[src/rtl/tlh_pkg.sv]
// Shared types, sizes and the next-generation row rule for the toroidal Life engine.
// No dependencies; the cell, next-row unit and core import this package, the interfaces do not.
`timescale 1ns / 1ps
`default_nettype none

package tlh_pkg;

	localparam int GRID_ROWS     = 25;
	localparam int GRID_COLS     = 25;
	localparam int HISTORY_DEPTH = 8;

	localparam int FIELD_W   = 25;
	localparam int IDX_W     = 5;
	localparam int EMIT_MAX  = 25;
	localparam int EMIT_ROWS = (GRID_ROWS < EMIT_MAX) ? GRID_ROWS : EMIT_MAX;
	localparam int ROW_W     = $clog2(GRID_ROWS);

	typedef logic [GRID_COLS-1:0] row_t;
	typedef logic [ROW_W-1:0]     row_idx_t;
	typedef logic [FIELD_W-1:0]   field_t;

	typedef enum logic [1:0] {
		REQ_CLEAR = 2'd0,
		REQ_WRITE = 2'd1,
		REQ_STEP  = 2'd2,
		REQ_NONE  = 2'd3
	} req_code_t;

	// Per-cycle command to every history cell
	typedef struct packed {
		logic     clear;
		logic     shift;
		logic     first;
		logic     rotate;
		logic     wr_en;
		row_idx_t wr_idx;
	} cell_ctl_t;

	// B3/S23 on one row, wrapping at both column edges
	function automatic row_t life_row(input row_t up, input row_t mid, input row_t dn);
		row_t       res;
		logic [3:0] n;
		int         cl;
		int         cr;
		res = '0;
		for (int c = 0; c < GRID_COLS; c++) begin
			cl = (c + GRID_COLS - 1) % GRID_COLS;
			cr = (c + 1) % GRID_COLS;
			n  = 4'(up[cl]) + 4'(up[c]) + 4'(up[cr]) + 4'(mid[cl]) + 4'(mid[cr])
			   + 4'(dn[cl]) + 4'(dn[c]) + 4'(dn[cr]);
			res[c] = (n == 4'd3) || ((n == 4'd2) && mid[c]);
		end
		return res;
	endfunction

	function automatic row_t field_to_row(input field_t f);
		row_t r;
		r = '0;
		for (int i = 0; i < GRID_COLS; i++) begin
			if (i < FIELD_W) begin
				r[i] = f[i];
			end
		end
		return r;
	endfunction

	function automatic field_t row_to_field(input row_t r);
		field_t f;
		f = '0;
		for (int i = 0; i < FIELD_W; i++) begin
			if (i < GRID_COLS) begin
				f[i] = r[i];
			end
		end
		return f;
	endfunction

endpackage

`default_nettype wire

[src/rtl/tlh_cell.sv]
// One history slot: a board held as a circular line of rows, plus its repeat match flag.
// Depends on tlh_pkg.
`timescale 1ns / 1ps
`default_nettype none

module tlh_cell import tlh_pkg::*; (
	input  wire logic      clk,
	input  wire logic      arst_n,
	input  wire cell_ctl_t ctl,
	input  wire row_t      wr_data,
	input  wire row_t      shift_in,
	input  wire row_t      cmp_row,
	input  wire logic      cmp_en,
	input  wire logic      hit_in,
	output logic           hit_out,
	output row_t           head,
	output row_t           second,
	output row_t           tail
);

	row_t line_q [GRID_ROWS];
	logic match_q;

	assign head    = line_q[0];
	assign second  = line_q[1];
	assign tail    = line_q[GRID_ROWS-1];
	assign hit_out = hit_in | (cmp_en & match_q);

	always_ff @(posedge clk or negedge arst_n) begin
		if (!arst_n) begin
			for (int i = 0; i < GRID_ROWS; i++) begin
				line_q[i] <= '0;
			end
			match_q <= 1'b0;
		end else if (ctl.clear) begin
			for (int i = 0; i < GRID_ROWS; i++) begin
				line_q[i] <= '0;
			end
			match_q <= 1'b0;
		end else if (ctl.shift) begin
			// hand the outgoing row on, take the shift-in row (the predecessor's head, or the new row in cell 0) at the tail
			for (int i = 0; i < GRID_ROWS - 1; i++) begin
				line_q[i] <= line_q[i+1];
			end
			line_q[GRID_ROWS-1] <= shift_in;
			match_q <= (ctl.first | match_q) & (line_q[0] == cmp_row);
		end else if (ctl.rotate) begin
			for (int i = 0; i < GRID_ROWS - 1; i++) begin
				line_q[i] <= line_q[i+1];
			end
			line_q[GRID_ROWS-1] <= line_q[0];
		end else if (ctl.wr_en) begin
			for (int i = 0; i < GRID_ROWS; i++) begin
				if (ctl.wr_idx == ROW_W'(i)) begin
					line_q[i] <= wr_data;
				end
			end
		end
	end

endmodule

`default_nettype wire

[config.mk]
export PLATFORM = sky130hd
export DESIGN_NAME = tlh_cell
export DESIGN_NICKNAME = d
export VERILOG_FILES = /design/src/rtl/tlh_pkg.sv /design/src/rtl/tlh_cell.sv
export SDC_FILE = /design/constraint.sdc
export NUM_CORES = 1
export LEC_CHECK = 0
export BUFFER_PORTS_ARGS = -buffer_cell sky130_fd_sc_hd__clkbuf_2
export CAP_MARGIN = 20
export CORE_MARGIN = 8
export CORE_UTILIZATION = 45
export DETAILED_ROUTE_END_ITERATION = 8
export GPL_TIMING_DRIVEN = 0
export PLACE_DENSITY_LB_ADDON = 0.3
export SKIP_LAST_GASP = 1
export SLEW_MARGIN = 0
export SYNTH_ARGS = -nofsm -noshare
export SYNTH_HDL_FRONTEND = slang
export SYNTH_SLANG_ARGS = --single-unit
[constraint.sdc]
create_clock -name clk -period 1.2 [get_ports clk]
set_input_delay 0.18 -clock clk [delete_from_list [all_inputs] [get_ports clk]]
set_output_delay 0.18 -clock clk [all_outputs]
set_load 0.005 [all_outputs]
==> results of run 1 <==
## final timing paths
path,start,to,slack [ns],cells past startpoint
max,head[22]$_DFFE_PN0P_,head[22],-0.36,2
min,arst_n,line_q[464]$_DFFE_PN0P_,-0.51,1
max reg2reg,head[22]$_DFFE_PN0P_,match_q$_DFFE_PN0P_,-0.31,5
min reg2reg,line_q[232]$_DFFE_PN0P_,line_q[232]$_DFFE_PN0P_,0.47,2
max in group asynchronous,arst_n,tail[24]$_DFFE_PN0P_,0.25,3
min in group clk,cmp_row[9],match_q$_DFFE_PN0P_,0.02,5
## critical path, stage by stage, from the launching register on
cell and delay [ns]:
dfrtp_2 0.51, buf_6 0.16, buf_6 0.10
## cells by family (layout without fill, tap and decap cells)
family / after synthesis / count (layout)
AO/OA/AOI/OAI: 1279 / 1279
XOR/XNOR: 25 / 25
buffers and inverters: 427 / 776
flip-flops: 626 / 626
multiplexers: 25 / 25
other: 0 / 5
AND/OR/NAND/NOR: 699 / 700
## state kept, by name, summed over array words and instances, names as in the netlist
signal	count
line_q	550
tail	25
head	25
match_q	1
second	25
## Yosys cell counts (all sizes together)
cell type	count	area, um2
nand3	1	5.000
nand2	626	2350
and2b	2	15.01
o31ai	600	4504
nor2b	3	18.77
o21ai	26	130.1
and2	27	168.9
dfrtp	626	15670
a21o	2	15.01
nor3	1	5.000
nor4	6	37.54
xor2	25	219.0
or2	1	6.260
a21oi	626	3133
mux2i	25	250.2
a41oi	1	27.53
or3	1	6.260
nand4	2	12.51
clkbuf	172	645.6
a31oi	24	435.4
nor2	29	131.4
buf	255	1495
## cells in the final DEF, fill, tap and decap left out, types with 5 or more instances in the layout
cell type	netlist	layout
nand2_1	626	626
a21oi_1	626	605
o31ai_1	600	599
dfrtp_1	626	577
clkbuf_2	0	208
buf_4	76	163
buf_6	5	108
clkbuf_1	172	80
clkbuf_16	0	74
dfrtp_2	0	49
buf_2	172	31
clkbuf_8	0	28
dlygate4sd3_1	0	27
o21ai_1	11	26
xor2_1	25	24
a31oi_4	19	22
a21oi_2	0	21
and2_4	0	19
clkbuf_4	0	18
buf_12	0	16
mux2i_4	0	16
nor2_1	26	15
nor2_2	0	10
mux2i_1	25	8
and2_2	0	6
clkinv_2	0	6
buf_16	0	6
diode_2	0	5
buf_8	0	5
nor4_1	6	5
## per-stage QoR
stage          setup WS (ns)  cells   TNS, ns    util
2_1_floorplan        -0.3735   3081   -215.87       -
4_1_cts              -0.3582   4269    -16.54  0.5494
3_5_place_dp          -1.482   4104   -741.99  0.4905
3_3_place_gp          -14.88   4097  -9931.57  0.4877
6_report             -0.3613   4291    -16.46  0.5599
5_1_grt              -0.3777   4287    -18.28  0.5597
## routing by layer
metal	vias up	routed length (um)	part of all wire	track usage
li1	11550	-	-	-
met1	13120	43880	0.40	0.3844
met2	1454	47760	0.44	0.4285
met3	355	12360	0.11	0.08901
met4	10	5579	0.051	0.1331
met5	-	62	0.00057	0
## area by class of cell
class                           count  share of cell area
Antenna cell                        5           0.0003473
Clock buffer                      107             0.05834
Timing Repair Buffer              307             0.07001
Buffer                            352             0.07001
Sequential cell                   626              0.4365
Multi-Input combinational cell   2029              0.3321
Tap cell                          855             0.02969
Clock inverter                     10            0.002952
## power breakdown
part | internal, uW | switching (uW)
Clock | 12400 | 8730
Sequential | 22300 | 918
Combinational | 2420 | 4210
Total | 37100 | 13900
## timing repair
action	in CTS	in global routing
endpoints found under the hold margin	381	196
cloned	3	5
setup endpoints to repair	702	662
hold buffers	26	1
gates resized for setup	333	170
pin swaps	8	14
setup buffers	91	16
==> flow_metrics.tcl, run 1 <==
set metrics [dict create \
    ant_nets 0 \
    synth.avg_cell_area_um2 9.502 \
    coreArea_um2 64350 \
    hold_viol_final 317 \
    dieHeight_um 271.1 \
    grt_overflow_total 0 \
    place_area_um2 31560 \
    cts_htree_levels 3 \
    multi_input_area_um2 11970 \
    worst_pin_slew_ns 0.7668 \
    arrival_ns 1.38 \
    via_per_inst 6.172 \
    start_kind "flop" \
    power_leakage_uw 0.01546 \
    fin_crit_ns 1.561 \
    yosys_warnings 0 \
    synthAdderAreaFrac 0 \
    drv_cap 0 \
    grt_usage 0.2887 \
    grt_pass1_vias 26220 \
    violations "hold timing, setup timing" \
    cp_max_fo 3 \
    syn_inst 3081 \
    fin_nets 3472 \
    fin_ws_ns -0.3613 \
    rsz0062_at_grt "yes" \
    ir_drop_mv 1.097 \
    n_fill_cell 5626 \
    cts-root-buf "clkbuf_16" \
    synth_xor_area_frac 0.007479 \
    vias 26480 \
    critPathKind "reg2out" \
    yosysSeqAreaShare 0.5351 \
    synth_cell_types 28 \
    drive_above_1_share 0.2410 \
    worstHoldPathType "in2async" \
    first_pass_iters 5 \
    finalCritPeriodShare 1.301 \
    clkLatencyLatePin_ns 0.61 \
    grt_max_degree 115 \
    wire_per_inst_um 25.55 \
    ys_ff_latch 626 \
    final-seq-area_um2 15730 \
    synth_top_family_by_area "compound AO/OA/AOI/OAI gates" \
    holdWs_ns -0.5079 \
    syn_nets 3170 \
    cellPowerDensity_nw_per_um2 1414 \
    fin_total_pwr_uw 50950 \
    antenna_found_initial 8 \
    setup_violations 113 \
    synthSimpleGateAreaFrac 0.09415 \
    path_clk_slew_ns 0.06 \
    max_freq_ghz 0.6405 \
    numCtsBuffers 67 \
    drc_errors 0 \
    worstPathRequired_ns 1.02 \
    dp_hpwl_um 75330 \
    grt_pass1_wl_um 164000 \
    muxShareOfSynthArea 0.008547 \
    routed_wl_um 109600 \
    first_iter_violations 3116 \
    initial_utilization 0.4550 \
    max-clock-path-buffers 3 \
    portBuffers 161 \
    cts_tree "built" \
    dieArea_um2 73480 \
    die_w_um 271.1 \
    io_pins 165 \
    area_delta_synth_final_pct 23.06 \
    fin_area_um2 36030 \
    slew_violations 0 \
    routabilityCongestion 0.9680 \
    clock_sinks 626 \
    syn_area_um2 29280 \
    cp-end-kind "primary output" \
    fin_worst_skew_ns 0.02365 \
    maxSlewHeadroom 0.4888 \
    row_count 93 \
    synth_compound_area_frac 0.2816 \
    status "complete, but fails checks" \
]
No activity file was read; power rests on OpenSTA's default activity.
==> inputs of run 2 (changes only) <==
--- a/config.mk
+++ b/config.mk
@@ -7,6 +7,7 @@
 export LEC_CHECK = 0
 export BUFFER_PORTS_ARGS = -buffer_cell sky130_fd_sc_hd__clkbuf_2
 export CAP_MARGIN = 20
+export CORE_ASPECT_RATIO = 1.4
 export CORE_MARGIN = 8
 export CORE_UTILIZATION = 45
 export DETAILED_ROUTE_END_ITERATION = 8
==> run 2 against run 1 <==
Against the previous run: the flow still finishes with violations (hold timing, setup timing); clock-buffer cell count down 14; via count down 1.2%; clock power down 8%.
==> flow_metrics.tcl, run 2 (same netlist as run 1, synthesis figures left out) <==
set metrics [dict create \
    grt_usage 0.2859 \
    ir_drop_mv 1.255 \
    routabilityCongestion 0.9316 \
    critPathKind "reg2reg" \
    cp-end-kind "flop" \
    path_clk_slew_ns 0.07 \
    grt_pass1_wl_um 161200 \
    status "complete, but fails checks" \
    hold_viol_final 207 \
    final_cell_mix "626 x nand2_1, 608 x a21oi_1, 599 x o31ai_1" \
    wl_met3_um 10410 \
    grt_overflow_total 0 \
    cts-root-buf "clkbuf_16" \
    finalCritPeriodShare 1.349 \
    power_leakage_uw 0.01547 \
    fin_total_pwr_uw 49210 \
    largest_reg_flops 550 \
    worstHoldPathType "in2async" \
    row_count 110 \
    dp_hpwl_um 76730 \
    grt_pass1_vias 25940 \
    holdWs_ns -0.6237 \
    numCtsBuffers 61 \
    area_delta_synth_final_pct 23.24 \
    drive_above_1_share 0.2318 \
    drv_cap 0 \
    io_pins 165 \
    stdcell_count 4287 \
    clkLatencyLatePin_ns 0.64 \
    rsz0062_at_grt "yes" \
    maxSlewHeadroom 0.4404 \
    initial_utilization 0.4545 \
    path_delay_family "simple AND/OR/NAND/NOR gates" \
    portBuffers 161 \
    clock_sinks 626 \
    vias 26180 \
    cp_slowest_stage_delay_ns 0.48 \
    top_register "line_q" \
    fin_ws_ns -0.4190 \
    cts_tree "built" \
    drc_errors 0 \
    worst_pin_slew_ns 0.8394 \
    arrival_ns 2.19 \
    wl_met1_um 40020 \
    routed_wl_um 109900 \
    multi_input_area_um2 11860 \
    wire_per_inst_um 25.64 \
    final_common_cell "nand2_1" \
    fin_worst_skew_ns 0.02418 \
    slew_violations 0 \
    ctsHoldBuffers 41 \
    worstPathCellList "buf_6 -> xor2_1 -> nor4_1 -> nand4_1 -> o21ai_1" \
    fin_nets 3486 \
    first_iter_violations 2740 \
    violations "hold timing, setup timing" \
    ant_nets 0 \
    max_freq_ghz 0.6177 \
    dieArea_um2 73590 \
    highest_layer "met5" \
    first_pass_iters 6 \
    die_w_um 231.6 \
    n_fill_cell 5715 \
    antenna_found_initial 5 \
    cts_htree_levels 2 \
    cellPowerDensity_nw_per_um2 1364 \
    start_kind "flop" \
    worst-path-buf-inv 1 \
    grt_max_degree 109 \
    final-seq-area_um2 15720 \
    max-clock-path-buffers 3 \
    dieHeight_um 317.8 \
    cp_max_fo 3 \
    wl_met2_um 51550 \
    crit_slowest_cell "dfrtp_2" \
    coreArea_um2 64410 \
    worstPathRequired_ns 1.77 \
    dp_cells 4089 \
    via_per_inst 6.107 \
    setup_violations 97 \
    fin_crit_ns 1.619 \
]
## run 2: layout make-up
type | instances | area share
Sequential cell | 626 | 0.4357
Multi-Input combinational cell | 2028 | 0.3288
Timing Repair Buffer | 327 | 0.07615
Buffer | 353 | 0.07560
Clock buffer | 93 | 0.04987
Tap cell | 840 | 0.02913
Clock inverter | 15 | 0.004370
Antenna cell | 5 | 0.0003468
## run 2: layer usage
layer,GRT usage,up-vias
met5,0,-
met4,0.1708,4
met3,0.07121,376
met2,0.4594,1325
met1,0.3435,12890
li1,-,11580
## run 2: final timing paths
kind                                         startpoint                 endpoint  slack [ns]  cells after the start
worst max-delay path                head[6]$_DFFE_PN0P_      match_q$_DFFE_PN0P_       -0.42                      5
worst min-delay path                             arst_n     tail[18]$_DFFE_PN0P_       -0.62                      1
worst max register to register      head[6]$_DFFE_PN0P_      match_q$_DFFE_PN0P_       -0.42                      5
worst min register to register  line_q[215]$_DFFE_PN0P_  line_q[215]$_DFFE_PN0P_        0.47                      2
max in group asynchronous                        arst_n  line_q[162]$_DFFE_PN0P_        0.67                      3
min in group clk                            cmp_row[11]      match_q$_DFFE_PN0P_        0.02                      5
## run 2: report_power, final
group          total [uW]  internal (uW)  switching [uW]
sequential          23200          22300             895
combinational        6690           2480            4210
clock               19400          10900            8470
## run 2: metrics by stage
stage,setup WS [ns],utilization,setup TNS [ns],area (um2)
after floorplan,-0.3735,-,-215.87,29510
after global routing,-0.4591,0.5600,-21.02,36070
final,-0.4190,0.5601,-18.89,36080
after detailed placement,-1.643,0.4897,-763.78,31550
after CTS,-0.4220,0.5448,-120.39,35090
after global placement,-14.83,0.4870,-9943.12,31370
## run 2: what timing repair did
item	in CTS	in global routing
pin swaps	6	8
hold endpoints to repair	233	207
buffers inserted	85	25
endpoints found under the setup margin	702	1085
resized for setup	327	188
gates cloned	0	12
