`config.mk`:
```
export PLATFORM = sky130hd
export DESIGN_NAME = tlh_next
export DESIGN_NICKNAME = d
export VERILOG_FILES = /design/src/rtl/tlh_pkg.sv /design/src/rtl/tlh_next.sv
export SDC_FILE = /design/constraint.sdc
export NUM_CORES = 1
export LEC_CHECK = 0
export ABC_AREA = 1
export BUFFER_PORTS_ARGS = -buffer_cell sky130_fd_sc_hd__buf_4
export CAP_MARGIN = 15
export CORE_AREA = 5 5 102 128
export CTS_BUF_LIST = sky130_fd_sc_hd__clkbuf_4 sky130_fd_sc_hd__clkbuf_8 sky130_fd_sc_hd__clkbuf_16
export DETAILED_ROUTE_END_ITERATION = 12
export DIE_AREA = 0 0 107 133
export PLACE_DENSITY = 0.85
export SYNTH_ARGS = -nofsm -noshare
export SYNTH_HDL_FRONTEND = slang
export SYNTH_SLANG_ARGS = --single-unit
```
`constraint.sdc`:
```
create_clock -name clk -period 4 [get_ports clk]
set_input_delay 0.4 -clock clk [delete_from_list [all_inputs] [get_ports clk]]
set_output_delay 0.4 -clock clk [all_outputs]
set_load 0.01 [all_outputs]
```
`src/rtl/tlh_pkg.sv`:
```
// Shared types, sizes and the next-generation row rule for the toroidal Life engine.
// No dependencies; the cell, next-row unit and core import this package, the interfaces do not.
`timescale 1ns / 1ps
`default_nettype none

package tlh_pkg;

	localparam int GRID_ROWS     = 25;
	localparam int GRID_COLS     = 25;
	localparam int HISTORY_DEPTH = 8;

	localparam int FIELD_W   = 25;
	localparam int IDX_W     = 5;
	localparam int EMIT_MAX  = 25;
	localparam int EMIT_ROWS = (GRID_ROWS < EMIT_MAX) ? GRID_ROWS : EMIT_MAX;
	localparam int ROW_W     = $clog2(GRID_ROWS);

	typedef logic [GRID_COLS-1:0] row_t;
	typedef logic [ROW_W-1:0]     row_idx_t;
	typedef logic [FIELD_W-1:0]   field_t;

	typedef enum logic [1:0] {
		REQ_CLEAR = 2'd0,
		REQ_WRITE = 2'd1,
		REQ_STEP  = 2'd2,
		REQ_NONE  = 2'd3
	} req_code_t;

	// Per-cycle command to every history cell
	typedef struct packed {
		logic     clear;
		logic     shift;
		logic     first;
		logic     rotate;
		logic     wr_en;
		row_idx_t wr_idx;
	} cell_ctl_t;

	// B3/S23 on one row, wrapping at both column edges
	function automatic row_t life_row(input row_t up, input row_t mid, input row_t dn);
		row_t       res;
		logic [3:0] n;
		int         cl;
		int         cr;
		res = '0;
		for (int c = 0; c < GRID_COLS; c++) begin
			cl = (c + GRID_COLS - 1) % GRID_COLS;
			cr = (c + 1) % GRID_COLS;
			n  = 4'(up[cl]) + 4'(up[c]) + 4'(up[cr]) + 4'(mid[cl]) + 4'(mid[cr])
			   + 4'(dn[cl]) + 4'(dn[c]) + 4'(dn[cr]);
			res[c] = (n == 4'd3) || ((n == 4'd2) && mid[c]);
		end
		return res;
	endfunction

	function automatic row_t field_to_row(input field_t f);
		row_t r;
		r = '0;
		for (int i = 0; i < GRID_COLS; i++) begin
			if (i < FIELD_W) begin
				r[i] = f[i];
			end
		end
		return r;
	endfunction

	function automatic field_t row_to_field(input row_t r);
		field_t f;
		f = '0;
		for (int i = 0; i < FIELD_W; i++) begin
			if (i < GRID_COLS) begin
				f[i] = r[i];
			end
		end
		return f;
	endfunction

endpackage

`default_nettype wire

```
`src/rtl/tlh_next.sv`:
```
// Next-generation row unit: picks the rows above and below and applies the Life rule.
// Depends on tlh_pkg.
`timescale 1ns / 1ps
`default_nettype none

module tlh_next import tlh_pkg::*; (
	input  wire logic clk,
	input  wire logic adv,
	input  wire logic first,
	input  wire logic last,
	input  wire row_t head,
	input  wire row_t second,
	input  wire row_t tail,
	output row_t      new_row
);

	row_t prev_q;
	row_t row0_q;
	row_t up;
	row_t dn;

	// the line is being overwritten behind the head, so keep the old rows we still need
	always_ff @(posedge clk) begin
		if (adv) begin
			prev_q <= head;
			if (first) begin
				row0_q <= head;
			end
		end
	end

	assign up      = first ? tail : prev_q;
	assign dn      = last ? row0_q : second;
	assign new_row = life_row(up, head, dn);

endmodule

`default_nettype wire

```
==> qor.csv, run 1 <==
metric;value;unit
status;finished, final reports clean;
# IOs;104;
XOR/XNOR share of the synthesized area;0;
leading area contributor after synthesis;fa_1;
Die Area;0.0142;sq mm
static leakage;0.00417;uW
initial antenna violation count;0;
worst slew pin tran;1.03;ns
diode count;0;
post-synthesis mux area share;0.00168;
post-synthesis simple-gate area fraction;0.121;
sequential share of the synthesized area;0.224;
final hold vios;0;
DRT Pass-1 Iters;5;
Core ar.;0.0118;sq mm
worst slack at placement;-0.0993;ns
layout cells sized above 1;0.235;
main combinational cell family by area after synthesis;adder cells;
cell mode on critical path;fa_1;
Post-Synthesis Cells;742;
Netlist cell types;19;
CP Capture Type;output port;
Fmax;254;MHz
site row count;45;
final WL;14.1;mm
Root Buffer;clkbuf_16;
mapped cell area;0.00670;sq mm
Final Power;3330;uW
Synth top area share;0.296;
CTS Buf Count;5;
Layout Cells excl Fill;1005;
Buffers & Inverters on Critical Path;2;
post-route cell area;0.00807;sq mm
Sink Count;50;
RSZ-0062 raised after global routing;true;
cell family with the largest share of critical-path delay;adder cells;
clock slew at reported path FFs;0.07;ns
P per Cell Area;413;mW/mm^2
global-route wire length before repair;24.0;mm
WP data required;3.60;ns
Crit Path Class;reg -> out;
Slew Limit Fails;0;
Yosys reg bits;50;
Final setup viols;0;
largest net degree at the start of global routing;27;
Initial Util;0.567;
Synth area leaders;fa_1 (30%), edfxtp_1 (22%), ha_1 (14%);
ANT nets after route;0;
syn avg cell area;9.03;sq um
CTS tree;done;
Slew Limit Headroom;0.311;
vias in the first global route;5387;
synth warn;0;
Die H;133;microns
setup repair bufs after CTS;0;
Crit-path slowest cell;fa_1;
RePlAce Congestion;0.877;
worst path arrival time;3.54;ns
via count;5015;
min-delay worst type;in -> reg;
Final Cycle Share;0.984;
commonest non-fill, non-tap cells in the layout;inv_1 (232), buf_4 (118), nand2_1 (104), fa_1 (98), ha_1 (70);
worst-path cell chain;o21ai_2 > fa_1 > fa_1 > fa_1 > inv_1 > ha_1 > fa_1 > nand3_1 > a21oi_1 > buf_4;
Net Count, Synth;996;
Compound-Gate Fraction of Synth Area;0.0657;
most common cell after layout, fill and taps aside;inv_1;
synthesis-to-finish area growth;20.4;%
placed cell area;0.00777;sq mm
PortBufs;103;
CTS max path bufs;2;
gr usage total;0.207;
initial DRC count;211;
Routed WL per cell;14.0;microns
Post-Synth Adder-Cell Area;0.438;
gr ovfl total;0;
placed cells;997;
slowest stage delay, CP;0.56;ns
# DRC;0;
Peak VDD IR;280;uV
Final #Nets;1117;
post-route setup TNS;0;ns
Critical Path Fanout Max;2;
fin worst setup slack;0.0624;ns
Final Critical Period;3.94;ns
maxcap violations;0;
Chip Width;107;microns
Setup crit start kind;register;
average vias per placed instance;4.99;
post-DP HPWL;12.1;mm
H-Tree Depth;2;
kinds of logic (layout without fill, tap and decap cells):
kind of cell	count (synthesis)	in the layout
buf+inv	262	384
simple gates	181	181
fa+ha+maj	175	175
compound gates	73	73
flops	50	50
mux	1	1
power by group:
group          total [uW]  leakage (uW)  switching [uW]  internal, uW
Clock                 440     0.0000763             201           240
Sequential            629      0.000479            10.1           619
Combinational        2260       0.00362            1210          1050
Total                3330       0.00417            1420          1910
repair_timing:
action                     4_1_cts  5_1_grt
hold buffers                     0        0
pin swaps                        0       11
gates resized for setup          9       50
setup endpoints to repair       15       25
flip-flops by register name (all words and copies together), names as in the netlist:
signal / flops
prev_q: 25
row0_q: 25
cells in the mapped netlist:
cell / instances
or2_1: 4
clkbuf_1: 1
inv_2: 20
nand2_1: 104
inv_1: 233
or2_0: 19
clkbuf_2: 2
a21oi_1: 25
buf_6: 2
or2_2: 1
mux2_2: 1
fa_1: 99
buf_2: 4
nand2_2: 2
o21ai_0: 28
edfxtp_1: 50
ha_1: 76
nand3_1: 51
o21ai_2: 20
through the flow:
stage,util,hold slack [ns]
CTS,0.671,0.295
global route,0.682,0.292
floorplan,-,0.499
global placement,0.657,0.597
finish,0.682,0.301
detailed placement,0.657,0.598
cell type report:
class / count / area (sq um)
inverter: 253 / 950
clock buffer: 5 / 125
tap: 141 / 176
fill: 908 / 3760
timing repair buffer: 123 / 977
clock inverter: 3 / 28.8
multi-input combinational: 430 / 4310
sequential: 50 / 1500
per-layer routing:
metal  GRT usage  vias to the layer above  wire, microns
met5           0                        -              0
met4      0.0839                        0            568
met3      0.0137                       44            442
met2       0.375                      128           7600
met1       0.254                     2370           5510
li1            -                     2473              -
final timing paths:
check,startpoint,to,slack [ns],cells past startpoint
max,prev_q[7],new_row[7],0.06,10
min,head[9],row0_q[9],0.30,1
No activity file was read; power rests on OpenSTA's default activity.
==> run 2: changes to the inputs <==
--- a/config.mk
+++ b/config.mk
@@ -8,10 +8,12 @@
 export ABC_AREA = 1
 export BUFFER_PORTS_ARGS = -buffer_cell sky130_fd_sc_hd__buf_4
 export CAP_MARGIN = 15
-export CORE_AREA = 5 5 102 128
+export CELL_PAD_IN_SITES_DETAIL_PLACEMENT = 0
+export CELL_PAD_IN_SITES_GLOBAL_PLACEMENT = 1
+export CORE_AREA = 5 5 116 145
 export CTS_BUF_LIST = sky130_fd_sc_hd__clkbuf_4 sky130_fd_sc_hd__clkbuf_8 sky130_fd_sc_hd__clkbuf_16
 export DETAILED_ROUTE_END_ITERATION = 12
-export DIE_AREA = 0 0 107 133
+export DIE_AREA = 0 0 121 150
 export PLACE_DENSITY = 0.85
 export SYNTH_ARGS = -nofsm -noshare
 export SYNTH_HDL_FRONTEND = slang
==> run 2 against run 1 <==
  * Die area increased by 28%
  * Setup slack improved by 0.052 ns
  * Final cell count increased by 7.4%
  * Global-route usage decreased by 3.9 points
  * Largest cell class unchanged
==> qor.csv, run 2 (synthesis results as in run 1) <==
metric;value;unit
static leakage;0.00418;uW
RePlAce Congestion;0.823;
layout cells sized above 1;0.220;
Slew Limit Headroom;0.305;
Die Area;0.0182;sq mm
synthesis-to-finish area growth;20.8;%
cell mode on critical path;fa_1;
H-Tree Depth;2;
post-route setup TNS;0;ns
Final #Nets;1120;
Chip Width;121;microns
Core ar.;0.0154;sq mm
Multi-input gate area;0.00424;sq mm
min-delay worst type;in -> reg;
Fillers;1428;
Crit Path Class;in -> out;
Final Cycle Share;0.971;
Slew Limit Fails;0;
minimum hold slack;0.304;ns
placed cell area;0.00785;sq mm
Layout Cells excl Fill;1079;
via count;4854;
final WL;14.0;mm
diode count;0;
Crit-path slowest cell;fa_1;
Sink Count;50;
Setup crit start kind;primary input;
gr usage total;0.168;
initial DRC count;146;
Fmax;257;MHz
global-route wire length before repair;24.4;mm
maxcap violations;0;
initial antenna violation count;0;
CTS tree;done;
Peak VDD IR;191;uV
commonest non-fill, non-tap cells in the layout;inv_1 (233), buf_4 (124), nand2_1 (104), fa_1 (99), ha_1 (75);
CTS max path bufs;2;
HP Start;head[0];
worst-path cell chain;buf_12 > buf_4 > o21ai_1 > fa_1 > fa_1 > inv_1 > fa_1 > ha_1 > fa_1 > nand3_1 > a21oi_1 > buf_4;
Initial Util;0.436;
slowest stage delay, CP;0.50;ns
register area;0.00150;sq mm
vias in the first global route;5332;
Top Registers;prev_q: 25 flops, row0_q: 25 flops;
Final Power;3300;uW
RSZ-0062 raised after global routing;true;
# DRC;0;
clock slew at reported path FFs;0.07;ns
Critical Path Fanout Max;31;
gr ovfl total;0;
Routed WL per cell;13.0;microns
Final Critical Period;3.89;ns
Final setup viols;0;
PortBufs;103;
most common cell after layout, fill and taps aside;inv_1;
Die H;150;microns
worst path arrival time;3.49;ns
post-DP HPWL;12.4;mm
post-route cell area;0.00809;sq mm
Root Buffer;clkbuf_16;
largest net degree at the start of global routing;32;
site row count;51;
placed cells;1070;
hold worst-path end;prev_q[0];
average vias per placed instance;4.50;
WP data required;3.60;ns
Hold Crit Depth;1;
CP Capture Type;output port;
ANT nets after route;0;
final hold vios;0;
# IOs;104;
status;finished, final reports clean;
worst slew pin tran;1.04;ns
P per Cell Area;408;mW/mm^2
DRT Pass-1 Iters;4;
CTS Buf Count;5;
cts hold-fix bufs;0;
[run 2: how the worst max path moves through the flow]
stage,slack [ns],end,depth (start not counted),from
final,0.11,new_row[5],12,first
after global routing,-0.04,new_row[11],12,prev_q[11]
after CTS,-0.02,new_row[19],13,first
after detailed placement,-0.15,new_row[19],13,first
after global placement,-0.10,new_row[19],13,first
after floorplan,0.20,new_row[24],10,first
[run 2: critical path, delay by kind of cell]
family	cells	cell delay (ns)
AOI/OAI and AO/OA	2	0.33
adders and majority gates	5	2.18
and+or+nand+nor	1	0.07
buffers and inverters	4	0.48
[run 2: through the flow]
stage / util / setup WS, ns
4_1_cts: 0.522 / -0.0159
3_5_place_dp: 0.510 / -0.147
5_1_grt: 0.526 / -0.0396
6_report: 0.526 / 0.115
3_3_place_gp: 0.510 / -0.102
2_1_floorplan: - / 0.202
[run 2: layout make-up]
type | instances | area share
flip-flops and latches | 50 | 0.186
clock buffers | 5 | 0.0155
inverters | 253 | 0.118
repair buffers | 126 | 0.119
clock inverters | 3 | 0.00587
well taps | 212 | 0.0328
multi-input cells | 430 | 0.524
[run 2: per-layer routing]
metal,track usage,share of wire
met4,0.0493,0.014
met3,0.0106,0.022
met2,0.326,0.56
met1,0.196,0.40
met5,0,0
[run 2: power breakdown]
| part | total [uW] | switching (uW) | internal (uW) |
|---|---|---|---|
| Clock | 498 | 198 | 300 |
| Combinational | 2180 | 1160 | 1020 |
| Sequential | 628 | 8.97 | 619 |
[run 2: what timing repair did]
action,4_1_cts,5_1_grt
buffers inserted,0,1
resized for setup,4,35
endpoints found under the setup margin,19,24
pin swaps,0,4
==> run 3: changes to the inputs <==
--- a/config.mk
+++ b/config.mk
@@ -5,16 +5,16 @@
 export SDC_FILE = /design/constraint.sdc
 export NUM_CORES = 1
 export LEC_CHECK = 0
-export ABC_AREA = 1
 export BUFFER_PORTS_ARGS = -buffer_cell sky130_fd_sc_hd__buf_4
 export CAP_MARGIN = 15
 export CELL_PAD_IN_SITES_DETAIL_PLACEMENT = 0
 export CELL_PAD_IN_SITES_GLOBAL_PLACEMENT = 1
-export CORE_AREA = 5 5 116 145
+export CORE_AREA = 5 5 111 139
 export CTS_BUF_LIST = sky130_fd_sc_hd__clkbuf_4 sky130_fd_sc_hd__clkbuf_8 sky130_fd_sc_hd__clkbuf_16
 export DETAILED_ROUTE_END_ITERATION = 12
-export DIE_AREA = 0 0 121 150
+export DIE_AREA = 0 0 116 144
 export PLACE_DENSITY = 0.85
+export REMOVE_ABC_BUFFERS = 1
 export SYNTH_ARGS = -nofsm -noshare
 export SYNTH_HDL_FRONTEND = slang
 export SYNTH_SLANG_ARGS = --single-unit
==> run 3 against run 2 <==
  * Total power increased by 4.7%
  * Final cell count fell by 17%
  * Sequential share of layout area is 0.56 points lower
  * Setup slack got worse by 0.080 ns
  * Highest routed layer unchanged
  * Count of clock-buffer cells in the layout did not move
  * Wire length grew 4.3%
  * Combinational power rose by 9.6%
==> qor.csv, run 3 <==
metric;value;unit
gr ovfl total;0;
H-Tree Depth;2;
Post-synth EDFFs;50;
syn avg cell area;11.2;sq um
clock slew at reported path FFs;0.07;ns
maxcap violations;0;
Synth top area share;0.316;
final WL;14.6;mm
Top Registers;prev_q: 25 flops, row0_q: 25 flops;
Slew Limit Fails;0;
final hold vios;0;
Final Critical Period;3.97;ns
vias in the first global route;5131;
Routed WL per cell;16.4;microns
top-count cell post-synth;inv_1;
mapped cell area;0.00628;sq mm
CTS max path bufs;2;
Core ar.;0.0141;sq mm
initial antenna violation count;0;
cts hold-fix bufs;0;
Slew Limit Headroom;0.523;
worst slew pin tran;0.715;ns
status;finished, final reports clean;
RSZ-0062 raised after global routing;true;
Final #Nets;970;
Root Buffer;clkbuf_16;
Die H;144;microns
min-delay worst type;in -> reg;
average vias per placed instance;4.97;
slowest stage delay, CP;0.56;ns
global-route wire length before repair;23.5;mm
synth warn;0;
CTS tree;done;
post-DP HPWL;12.0;mm
Crit-path slowest cell;fa_1;
minimum hold slack;0.310;ns
gr usage total;0.177;
top cells by count, synth;inv_1 (149), fa_1 (99), ha_1 (76), a21oi_1 (50), edfxtp_1 (50);
largest net degree at the start of global routing;27;
site row count;49;
layout cells sized above 1;0.396;
diode count;0;
commonest non-fill, non-tap cells in the layout;inv_1 (146), buf_4 (146), fa_1 (76), ha_1 (51), edfxtp_1 (50);
Yosys reg bits;50;
initial DRC count;107;
Synth area leaders;fa_1 (32%), edfxtp_1 (24%), ha_1 (15%);
P_int;2040;uW
worst-path cell chain;buf_16 > buf_12 > mux2i_4 > fa_1 > fa_1 > inv_1 > fa_1 > ha_2 > fa_2 > or2_4 > a21oi_2 > buf_4;
top_reg_cell synth;edfxtp_1;
Setup crit start kind;primary input;
fin worst setup slack;0.0345;ns
# IOs;104;
worst path arrival time;3.57;ns
Post-synth ARST share;0;
Fmax;252;MHz
CTS Buf Count;5;
Clock power frac;0.125;
combinational power share;0.691;
WP data required;3.60;ns
sequential share of the synthesized area;0.239;
Initial Util;0.445;
P per Cell Area;415;mW/mm^2
Netlist cell types;17;
Final setup viols;0;
CP Capture Type;output port;
cell mode on critical path;fa_1;
Critical Path Fanout Max;6;
sequential share of power;0.185;
Final Cycle Share;0.991;
via count;4447;
Peak VDD IR;248;uV
Sw Ratio;0.409;
Hold Crit Depth;1;
Net Switching;1420;uW
leading area contributor after synthesis;fa_1;
# DRC;0;
Crit Path Class;in -> out;
PortBufs;103;
Chip Width;116;microns
RePlAce Congestion;0.808;
ANT nets after route;0;
synthesis-to-finish area growth;32.9;%
HP Start;head[24];
hold worst-path end;row0_q[24];
worst slack at placement;-0.266;ns
Sink Count;50;
DRT Pass-1 Iters;4;
Post-Synthesis Cells;558;
Die Area;0.0167;sq mm
static leakage;0.00391;uW
## run 3: cell types whose count changed after synthesis, sizes merged, moves of 23 or more
cell and delta:
a21oi +25, inv -104, mux2i +49, nand2 -106, nand3 -26, o21ai -23
## run 3: worst max path at each step
stage                     start           to  slack, ns  depth (start not counted)
after floorplan           first   new_row[7]       0.28                          9
after global placement    first  new_row[21]      -0.19                         12
after detailed placement  first  new_row[20]      -0.27                         12
after CTS                 first   new_row[6]      -0.02                         12
after global routing      first  new_row[20]      -0.05                         12
final                     first  new_row[20]       0.03                         12
## run 3: area by class of cell
class / instances / area (sq um)
well taps: 178 / 223
multi-input cells: 353 / 4640
inverters: 149 / 559
fillers: 1187 / 5760
clock buffers: 5 / 125
flip-flops and latches: 50 / 1500
clock inverters: 3 / 16.3
repair buffers: 157 / 1280
## run 3: timing repair
action / in CTS / in global routing
endpoints found under the setup margin: 25 / 25
gates cloned: 0 / 1
buffers inserted: 5 / 20
pin swaps: 24 / 63
gates resized for setup: 71 / 74
endpoints found under the hold margin: 0 / 0
## run 3: stage by stage
stage | total power (uW) | instances | TNS, ns | cell area (sq um) | util
2_1_floorplan | 1970 | 552 | 0 | 6200 | -
3_3_place_gp | 2540 | 861 | -2.55 | 7430 | 0.527
3_5_place_dp | 2690 | 861 | -3.67 | 7430 | 0.527
4_1_cts | 3250 | 874 | -0.0946 | 7940 | 0.563
5_1_grt | 3840 | 895 | -0.226 | 8350 | 0.592
6_report | 3460 | 895 | 0 | 8350 | 0.592
## run 3: critical path: cells and delay by family
kind	cells	cell delay [ns]
AOI/OAI and AO/OA	1	0.13
adders and majority gates	5	2.08
buffers and inverters	4	0.48
muxes	1	0.24
and+or+nand+nor	1	0.24
## run 3: logic make-up (layout without fill, tap and decap cells)
kind of cell | count (synthesis) | after routing | share of synthesized area
xor gates and xnor gates | 1 | 1 | 0.00140
and+or+nand+nor | 51 | 51 | 0.0458
muxes | 50 | 50 | 0.0837
DFF | 50 | 50 | 0.239
AOI/OAI and AO/OA | 76 | 76 | 0.0610
buffers and inverters | 155 | 314 | 0.102
adders and majority gates | 175 | 175 | 0.467
## run 3: power by group through the flow
stage               sequential, uW  clock [uW]  combinational (uW)
finish                         639         432                2390
global route                   642         461                2740
CTS                            638         439                2170
detailed placement             642           0                2050
global placement               640           0                1900
floorplan                      638           0                1330
## run 3: routing by layer
metal / track usage / wire (microns)
met1: 0.203 / 5690
met4: 0.0342 / 181
met3: 0.0234 / 474
met2: 0.349 / 8290
met5: 0 / 0
